<file path="src/rtl/text_line_justifier_unit_macros.svh">
// Assertion macros for the text line justifier RTL.
// Each macro samples on clk and is disabled while rst_n is low.
`ifndef TEXT_LINE_JUSTIFIER_UNIT_MACROS_SVH
`define TEXT_LINE_JUSTIFIER_UNIT_MACROS_SVH

// Check that cond implies prop in the same cycle.
`define TLJ_ASSERT_IMP(lbl, cond, prop, msg) \
  lbl: assert property (@(posedge clk) disable iff (!rst_n) (cond) |-> (prop)) \
    else $error(msg);

// Check that cond implies prop in the following cycle.
`define TLJ_ASSERT_NXT(lbl, cond, prop, msg) \
  lbl: assert property (@(posedge clk) disable iff (!rst_n) (cond) |=> (prop)) \
    else $error(msg);

`endif

</file>
<file path="src/rtl/tlj_pkg.sv">
// Package for the text line justifier: payload structs and width constants.
// No dependencies; used by text_line_justifier_unit.
package tlj_pkg;

  localparam int WIDTH_LIMIT = 127;

  typedef struct packed {
    logic [6:0] word_len;
    logic       last_word;
  } in_beat_t;

  typedef struct packed {
    logic [6:0] word_count;
    logic [6:0] gap_spaces;
    logic [5:0] extra_gaps;
    logic [6:0] tail_pad;
    logic       final_line;
    logic       run_end;
    logic       word_too_long;
  } out_beat_t;

endpackage

</file>
<file path="src/rtl/text_line_justifier_unit.sv">
// Greedy full text justifier: packs word lengths into lines, emits line descriptors.
// Depends on tlj_pkg and text_line_justifier_unit_macros.svh.
//
//   channel | direction | handshake        | payload
//   in_     | input     | in_valid/in_stall | tlj_pkg::in_beat_t
//   out_    | output    | out_valid/out_stall | tlj_pkg::out_beat_t
//   cfg_    | input     | cfg_we           | max_width (7 bits)
//
// A word that closes no line is taken in ST_IDLE; a closed single-word line passes
// through ST_CLOSE and a final line through ST_LAST; a closed multi-word line first runs
// the restoring divider in ST_DIV, then ST_CLOSE loads the output register.
// Synchronous active-low reset clears the open line and sets max_width to 16.
// Output stalls hold the result register; the input stalls until every pending result is loaded.
`include "text_line_justifier_unit_macros.svh"

module text_line_justifier_unit (
  input  logic               clk,
  input  logic               rst_n,
  input  logic               in_valid,
  output logic               in_stall,
  input  tlj_pkg::in_beat_t  in_data,
  output logic               out_valid,
  input  logic               out_stall,
  output tlj_pkg::out_beat_t out_data,
  input  logic               cfg_we,
  input  logic [6:0]         cfg_wdata
);

  typedef enum logic [3:0] {
    ST_IDLE  = 4'b0001,
    ST_DIV   = 4'b0010,
    ST_CLOSE = 4'b0100,
    ST_LAST  = 4'b1000
  } state_t;

  state_t             state_r, state_nxt;
  logic [6:0]         max_width_r;
  logic [6:0]         line_chars_r, line_chars_nxt;
  logic [6:0]         line_words_r, line_words_nxt;
  logic               line_clamp_r, line_clamp_nxt;
  logic [6:0]         cl_words_r, cl_words_nxt;
  logic               cl_clamp_r, cl_clamp_nxt;
  logic               cl_single_r, cl_single_nxt;
  logic [6:0]         quo_r, quo_nxt;
  logic [5:0]         rem_r, rem_nxt;
  logic [5:0]         dsr_r, dsr_nxt;
  logic [2:0]         cnt_r, cnt_nxt;
  logic [6:0]         ls_words_r, ls_words_nxt;
  logic [6:0]         ls_tail_r, ls_tail_nxt;
  logic               ls_clamp_r, ls_clamp_nxt;
  logic               ls_pend_r, ls_pend_nxt;
  logic               out_valid_r, out_valid_nxt;
  tlj_pkg::out_beat_t out_data_r, out_data_nxt;

  logic       accept;
  logic       out_free;
  logic [6:0] w_c;
  logic [6:0] len_c;
  logic [6:0] len_eff;
  logic       clamp_c;
  logic       close_c;
  logic [8:0] fit_sum;
  logic [6:0] freesp_c;
  logic [6:0] new_chars;
  logic [6:0] new_words;
  logic       new_clamp;
  logic [7:0] used_c;
  logic [6:0] trial;
  logic       ge;

  assign in_stall  = (state_r != ST_IDLE);
  assign accept    = in_valid && !in_stall;
  assign out_free  = !out_valid_r || !out_stall;
  assign out_valid = out_valid_r;
  assign out_data  = out_data_r;

  always_comb begin
    if (max_width_r == 7'd0) begin
      w_c = 7'd1;
    end else if ({5'd0, max_width_r} > 12'(tlj_pkg::WIDTH_LIMIT)) begin
      w_c = 7'(tlj_pkg::WIDTH_LIMIT);
    end else begin
      w_c = max_width_r;
    end
    len_c    = (in_data.word_len == 7'd0) ? 7'd1 : in_data.word_len;
    clamp_c  = len_c > w_c;
    len_eff  = clamp_c ? w_c : len_c;
    fit_sum  = {2'd0, line_chars_r} + {2'd0, len_eff} + {2'd0, line_words_r};
    close_c  = (line_words_r != 7'd0) && (fit_sum > {2'd0, w_c});
    freesp_c = (w_c > line_chars_r) ? (w_c - line_chars_r) : 7'd0;
    if (close_c) begin
      new_chars = len_eff;
      new_words = 7'd1;
      new_clamp = clamp_c;
    end else begin
      new_chars = line_chars_r + len_eff;
      new_words = line_words_r + 7'd1;
      new_clamp = line_clamp_r || clamp_c;
    end
    used_c = {1'b0, new_chars} + {1'b0, new_words} - 8'd1;
    trial  = {rem_r, quo_r[6]};
    ge     = trial >= {1'b0, dsr_r};
  end

  always_comb begin
    state_nxt      = state_r;
    line_chars_nxt = line_chars_r;
    line_words_nxt = line_words_r;
    line_clamp_nxt = line_clamp_r;
    cl_words_nxt   = cl_words_r;
    cl_clamp_nxt   = cl_clamp_r;
    cl_single_nxt  = cl_single_r;
    quo_nxt        = quo_r;
    rem_nxt        = rem_r;
    dsr_nxt        = dsr_r;
    cnt_nxt        = cnt_r;
    ls_words_nxt   = ls_words_r;
    ls_tail_nxt    = ls_tail_r;
    ls_clamp_nxt   = ls_clamp_r;
    ls_pend_nxt    = ls_pend_r;
    out_data_nxt   = out_data_r;
    out_valid_nxt  = out_valid_r && out_stall;

    unique case (state_r)
      ST_IDLE: begin
        if (accept) begin
          cl_words_nxt  = line_words_r;
          cl_clamp_nxt  = line_clamp_r;
          cl_single_nxt = (line_words_r == 7'd1);
          quo_nxt       = freesp_c;
          rem_nxt       = 6'd0;
          dsr_nxt       = 6'(line_words_r - 7'd1);
          cnt_nxt       = 3'd0;
          ls_words_nxt  = new_words;
          ls_clamp_nxt  = new_clamp;
          ls_tail_nxt   = ({1'b0, w_c} > used_c) ? (w_c - used_c[6:0]) : 7'd0;
          ls_pend_nxt   = in_data.last_word;
          if (in_data.last_word) begin
            line_chars_nxt = 7'd0;
            line_words_nxt = 7'd0;
            line_clamp_nxt = 1'b0;
          end else begin
            line_chars_nxt = new_chars;
            line_words_nxt = new_words;
            line_clamp_nxt = new_clamp;
          end
          priority if (close_c && line_words_r != 7'd1) begin
            state_nxt = ST_DIV;
          end else if (close_c) begin
            state_nxt = ST_CLOSE;
          end else if (in_data.last_word) begin
            state_nxt = ST_LAST;
          end else begin
            state_nxt = ST_IDLE;
          end
        end
      end
      ST_DIV: begin
        quo_nxt = {quo_r[5:0], ge};
        rem_nxt = ge ? 6'(trial - {1'b0, dsr_r}) : trial[5:0];
        cnt_nxt = cnt_r + 3'd1;
        if (cnt_r == 3'd6) begin
          state_nxt = ST_CLOSE;
        end
      end
      ST_CLOSE: begin
        if (out_free) begin
          out_valid_nxt              = 1'b1;
          out_data_nxt.word_count    = cl_words_r;
          out_data_nxt.gap_spaces    = cl_single_r ? 7'd0 : quo_r;
          out_data_nxt.extra_gaps    = cl_single_r ? 6'd0 : rem_r;
          out_data_nxt.tail_pad      = cl_single_r ? quo_r : 7'd0;
          out_data_nxt.final_line    = 1'b0;
          out_data_nxt.run_end       = !ls_pend_r;
          out_data_nxt.word_too_long = cl_clamp_r;
          state_nxt = ls_pend_r ? ST_LAST : ST_IDLE;
        end
      end
      ST_LAST: begin
        if (out_free) begin
          out_valid_nxt              = 1'b1;
          out_data_nxt.word_count    = ls_words_r;
          out_data_nxt.gap_spaces    = 7'd1;
          out_data_nxt.extra_gaps    = 6'd0;
          out_data_nxt.tail_pad      = ls_tail_r;
          out_data_nxt.final_line    = 1'b1;
          out_data_nxt.run_end       = 1'b1;
          out_data_nxt.word_too_long = ls_clamp_r;
          ls_pend_nxt                = 1'b0;
          state_nxt                  = ST_IDLE;
        end
      end
      default: begin
        state_nxt = ST_IDLE;
      end
    endcase
  end

  always_ff @(posedge clk) begin
    if (!rst_n) begin
      state_r      <= ST_IDLE;
      max_width_r  <= 7'd16;
      line_chars_r <= 7'd0;
      line_words_r <= 7'd0;
      line_clamp_r <= 1'b0;
      ls_pend_r    <= 1'b0;
      cnt_r        <= 3'd0;
      out_valid_r  <= 1'b0;
    end else begin
      state_r      <= state_nxt;
      line_chars_r <= line_chars_nxt;
      line_words_r <= line_words_nxt;
      line_clamp_r <= line_clamp_nxt;
      ls_pend_r    <= ls_pend_nxt;
      cnt_r        <= cnt_nxt;
      out_valid_r  <= out_valid_nxt;
      if (cfg_we) begin
        max_width_r <= cfg_wdata;
      end
    end
  end

  always_ff @(posedge clk) begin
    cl_words_r  <= cl_words_nxt;
    cl_clamp_r  <= cl_clamp_nxt;
    cl_single_r <= cl_single_nxt;
    quo_r       <= quo_nxt;
    rem_r       <= rem_nxt;
    dsr_r       <= dsr_nxt;
    ls_words_r  <= ls_words_nxt;
    ls_tail_r   <= ls_tail_nxt;
    ls_clamp_r  <= ls_clamp_nxt;
    out_data_r  <= out_data_nxt;
  end

  `TLJ_ASSERT_IMP(a_final_ends_run, out_valid_r && out_data_r.final_line,
                  out_data_r.run_end, "final line without run_end")
  `TLJ_ASSERT_IMP(a_gap_line_no_tail,
                  out_valid_r && !out_data_r.final_line && out_data_r.word_count > 7'd1,
                  out_data_r.tail_pad == 7'd0 &&
                  {1'b0, out_data_r.extra_gaps} < out_data_r.word_count - 7'd1,
                  "bad multi-word descriptor")
  `TLJ_ASSERT_NXT(a_div_exits_to_close, state_r == ST_DIV,
                  state_r == ST_DIV || state_r == ST_CLOSE, "divider left early")
  `TLJ_ASSERT_IMP(a_line_words_bound, 1'b1, line_words_r <= 7'd64,
                  "open line holds too many words")
  `TLJ_ASSERT_NXT(a_held_result, out_valid_r && out_stall,
                  out_valid_r && $stable(out_data_r), "stalled result changed")

endmodule

</file>
<file path="config.mk">
export PLATFORM = sky130hd
export DESIGN_NAME = text_line_justifier_unit
export DESIGN_NICKNAME = d
export VERILOG_FILES = /design/src/rtl/tlj_pkg.sv /design/src/rtl/text_line_justifier_unit.sv
export VERILOG_INCLUDE_DIRS = /design/src /design/src/rtl
export SDC_FILE = /design/constraint.sdc
export NUM_CORES = 1
export LEC_CHECK = 0
export BUFFER_PORTS_ARGS = -buffer_cell sky130_fd_sc_hd__buf_2
export CAP_MARGIN = 5
export CELL_PAD_IN_SITES_DETAIL_PLACEMENT = 1
export CELL_PAD_IN_SITES_GLOBAL_PLACEMENT = 2
export CORE_MARGIN = 5
export CORE_UTILIZATION = 36
export CTS_CLUSTER_DIAMETER = 120
export DETAILED_ROUTE_END_ITERATION = 6
export PLACE_DENSITY_LB_ADDON = 0.1
export SYNTH_ARGS = -nofsm -noshare
export SYNTH_HDL_FRONTEND = slang
export SYNTH_SLANG_ARGS = --single-unit
</file>
<file path="constraint.sdc">
create_clock -name clk -period 8.1 [get_ports clk]
set_input_delay 1.215 -clock clk [delete_from_list [all_inputs] [get_ports clk]]
set_output_delay 1.215 -clock clk [all_outputs]
set_load 0.02 [all_outputs]
</file>
==> results.py <==
metrics = {
    "status": {
        "run_status": "finished, final reports clean",
    },
    "worst_setup_path": {
        "crit_path_end_kind": "flop",
        "r2r_start": "max_width_r[4]",
        "critical_path_type": "primary input to flop",
        "worst_path_most_repeated_cell": "buf_4",
        "critical_path.max_fanout": 5,
        "cp-start-kind": "primary input",
        "cp_slowest_cell": "fa_2",
        "critPathRequiredTime_ns": 8.21,
        "reg2regPathDepth": 38,
        "r2r-end": "ls_tail_r[6]",
        "worst-endpoint-arrival_ns": 8.14,
        "ff2ff_setup_slack_ns": 0.33,
        "cpPeakStageDelay_ns": 0.55,
    },
    "synthesis": {
        "post_synth_inst_count": 638,
        "avgSynthCellArea_sq_um": 10.3,
        "synth_enable_flop_cells": 73,
        "synth.yosys.seq_area_share_pct": 43.0,
        "synth.distinct_cells": 58,
        "async_flop_share_pct": 0,
        "primary_flip_flop_cell_chosen_by_synthesis_mapping": "edfxtp_1",
        "synth_nets": 736,
        "synth.ff_latch_count": 104,
        "synthesis.area_sq_um": 6540,
        "synth-warning-count": 0,
    },
    "die": {
        "chipHeight_microns": 145,
        "core_region_area_sq_um": 17900,
        "num_rows": 49,
        "ioPinCount": 52,
        "die_area_sq_um": 21000,
        "initial_core_util_pct": 36.6,
        "floorplan.die.width_microns": 145,
    },
    "sta": {
        "timing.clock.skew_ns": 0.0110,
        "min_period_ns": 8.03,
        "hold_violations": 0,
        "final-max-slew-violation-count": 0,
        "tightest_slew_ns": 1.13,
        "grt_setup_unrepaired": "yes",
        "hold_slack_ns": 0.481,
        "setup_viol": 0,
        "relSlewSlack_pct": 24.3,
        "min_period_over_period_pct": 99.1,
        "fmax_mhz": 125,
    },
    "flow_run": {
        "max_cap_viol_count": 0,
    },
    "layout": {
        "syn2layout_area_growth_pct": 27.2,
        "layout-drive-gt1-share_pct": 30.5,
        "nets": 868,
        "antenna_cells": 0,
        "final_design_area_no_fill_sq_um": 8330,
        "num-fill-cells": 1989,
    },
    "cts": {
        "cts.sinks": 104,
        "worst_setup_hold_path_clk_slew_ns": 0.08,
        "clockBufferDepth": 2,
        "tritoncts_clock_tree": "yes",
        "clock_latency_ns": 0.36,
        "htree_levels": 3,
        "cts-root-buf": "clkbuf_16",
        "cts_made_buffers": 9,
    },
    "detailed_routing": {
        "routed_wire_length_per_instance_microns": 18.0,
        "dr.pass1.iters": 4,
        "detailroute.via_count": 5061,
        "ant_nets": 0,
        "final_wirelength_mm": 18.0,
        "drt-initial-drc-count": 186,
        "post-route-drc-count": 0,
        "route.detailed.vias_per_inst": 5.04,
    },
    "grt": {
        "grt_overflow": 0,
        "global_route_wire_length_before_repair_mm": 28.6,
        "maximum_number_of_pins_on_one_net_before_global_route_repair": 32,
        "grt_pass1_vias": 5452,
        "globalRoute.busiestLayer": "met2",
        "gr-usage-met3_pct": 3.19,
        "overall_global_routing_usage_pct": 17.7,
        "grt_antenna_before_repair": 0,
        "grtUsageMet1_pct": 22.3,
        "grtUsageMet2_pct": 31.5,
    },
    "pwr": {
        "power.leakage_uw": 0.00364,
        "power_density_nw_per_um2": 364,
        "max-vdd-ir-drop_mv": 0.238,
        "fin_total_pwr_uw": 3030,
    },
    "placement": {
        "gp_congestion": 0.867,
        "detail_placement_hpwl_mm": 14.4,
        "io_buffer_count": 51,
        "placed_area_sq_um": 7550,
    },
    "worst_hold_path": {
        "hold-path-endpoint": "cl_clamp_r",
        "worst_hold_startpoint": "line_clamp_r",
        "holdPathStages": 0,
        "hold_path.class": "flop to flop",
    },
}
per-layer routing:
layer / up-vias / part of all wire, %
met3: 17 / 2.8
li1: 2506 / -
met1: 2476 / 45
met2: 62 / 51
met5: - / 0
met4: 0 / 1.2
through the flow:
stage	setup TNS [ns]	utilization, %	std cells	setup WS, ns
floorplan	0	-	638	0.0370
global placement	-1.92	42.2	964	-0.280
detailed placement	-4.05	42.2	964	-0.594
CTS	0	44.7	991	0.0124
global route	-1.95	46.5	1004	-0.292
finish	0	46.5	1004	0.0697
worst max-delay path: cells and delay by family:
family	cells	cell delay (ns)
and+or+nand+nor	2	0.17
adders and majority gates	9	2.86
AOI/OAI and AO/OA	13	2.23
xor gates and xnor gates	1	0.14
buffers and inverters	8	0.83
muxes	2	0.67
flip-flops by register name (all words and copies together), names as in the netlist, 3 cells and up:
| signal | cells |
|---|---|
| ls_tail_r | 7 |
| state_r | 4 |
| dsr_r | 6 |
| max_width_r | 7 |
| cl_words_r | 7 |
| ls_words_r | 7 |
| cnt_r | 3 |
| line_words_r | 7 |
| line_chars_r | 7 |
| quo_r | 7 |
| rem_r | 6 |
| out_data | 30 |
cell usage in the layout (no fill, tap or decap), drive strengths merged, types with 2 or more instances in the layout:
master,netlist,routed
and2,11,11
nor3,12,12
a211o,5,5
xnor2,20,20
or2,2,2
and3,3,3
xor2,10,10
mux2i,16,16
mux2,12,12
dfxtp,31,31
nand3,8,8
o211ai,4,4
a22o,6,6
a21o,14,14
nor2,32,32
o31ai,3,3
inv,88,91
nor3b,3,3
nor4,2,2
a211oi,7,7
a31oi,4,4
o21ai,34,34
o21bai,4,4
o22ai,12,12
nand2,38,38
bufinv,0,2
clkbuf,20,9
o21a,6,6
or3,4,4
clkinv,0,2
nor4b,3,3
nand4,5,5
nand2b,8,8
nor2b,7,7
buf,7,148
edfxtp,73,73
a21oi,32,32
ha,65,65
fa,13,13
how the worst max path moves through the flow:
stage,startpoint,to
after detailed placement,in_data[2],ls_tail_r[2]
after global placement,in_data[2],ls_tail_r[2]
after floorplan,in_data[2],ls_tail_r[2]
after global routing,in_data[5],ls_tail_r[5]
final,in_data[5],ls_tail_r[6]
after CTS,in_data[2],ls_tail_r[2]
kinds of logic after synthesis:
| family | after synthesis | synth area share [%] |
|---|---|---|
| adder cells (fa/ha/maj) | 78 | 16.4 |
| AO/OA/AOI/OAI | 142 | 14.3 |
| XOR/XNOR | 30 | 4.02 |
| buffers and inverters | 115 | 6.81 |
| AND/OR/NAND/NOR | 141 | 11.0 |
| flip-flops | 104 | 43.0 |
| multiplexers | 28 | 4.51 |
where the power goes:
part	total (uW)	internal (uW)	leakage (uW)	switching, uW
combinational	1720	849	0.00254	868
sequential	819	747	0.000935	72.3
clock	496	279	0.000166	218
total	3030	1880	0.00364	1160
cells in the mapped netlist (2+ instances only):
cell type   n  area share (%)
o21bai_1    4            0.46
nand2_1    37             2.1
nor4_1      2            0.19
o22ai_1    12             1.1
dfxtp_1    31             9.5
and3_1      3            0.29
nor2_1     32             1.8
o21a_1      6            0.69
fa_1       13             4.0
nand2b_1    8            0.76
o31ai_1     3            0.34
a31oi_1     3            0.29
mux2i_1    16             2.4
edfxtp_1   73              33
ha_1       65              12
nand4_1     5            0.48
mux2_2     12             2.1
nor3_1     12            0.92
inv_1      88             5.0
a211o_1     5            0.67
and2_1     11             1.1
o211ai_1    3            0.34
nor4b_1     2            0.27
a21oi_1    31             2.4
buf_2       5            0.38
clkbuf_1   20             1.1
nor2b_1     7            0.67
or2_2       2            0.19
xor2_1     10             1.3
xnor2_1    20             2.7
nor3b_1     3            0.34
nand3_1     8            0.61
a211oi_1    7            0.80
or3_1       4            0.38
a21o_1     14             1.6
a22o_1      6            0.80
o21ai_0    34             2.6
timing repair:
item / in CTS / in global routing
gates cloned: 0 / 0
resized for setup: 10 / 54
pin swaps: 6 / 41
hold buffers: 0 / 0
setup buffers: 11 / 12
endpoints found under the setup margin: 7 / 7
final cells by class:
type / count / area [sq um] / area share, %
multi-input combinational: 419 / 3520 / 42.3
clock inverter: 7 / 111 / 1.34
sequential: 104 / 2810 / 33.8
timing repair buffer: 148 / 1040 / 12.5
clock buffer: 9 / 225 / 2.71
tap: 229 / 287 / 3.44
inverter: 88 / 330 / 3.97
(Power assumes the default switching activity.)
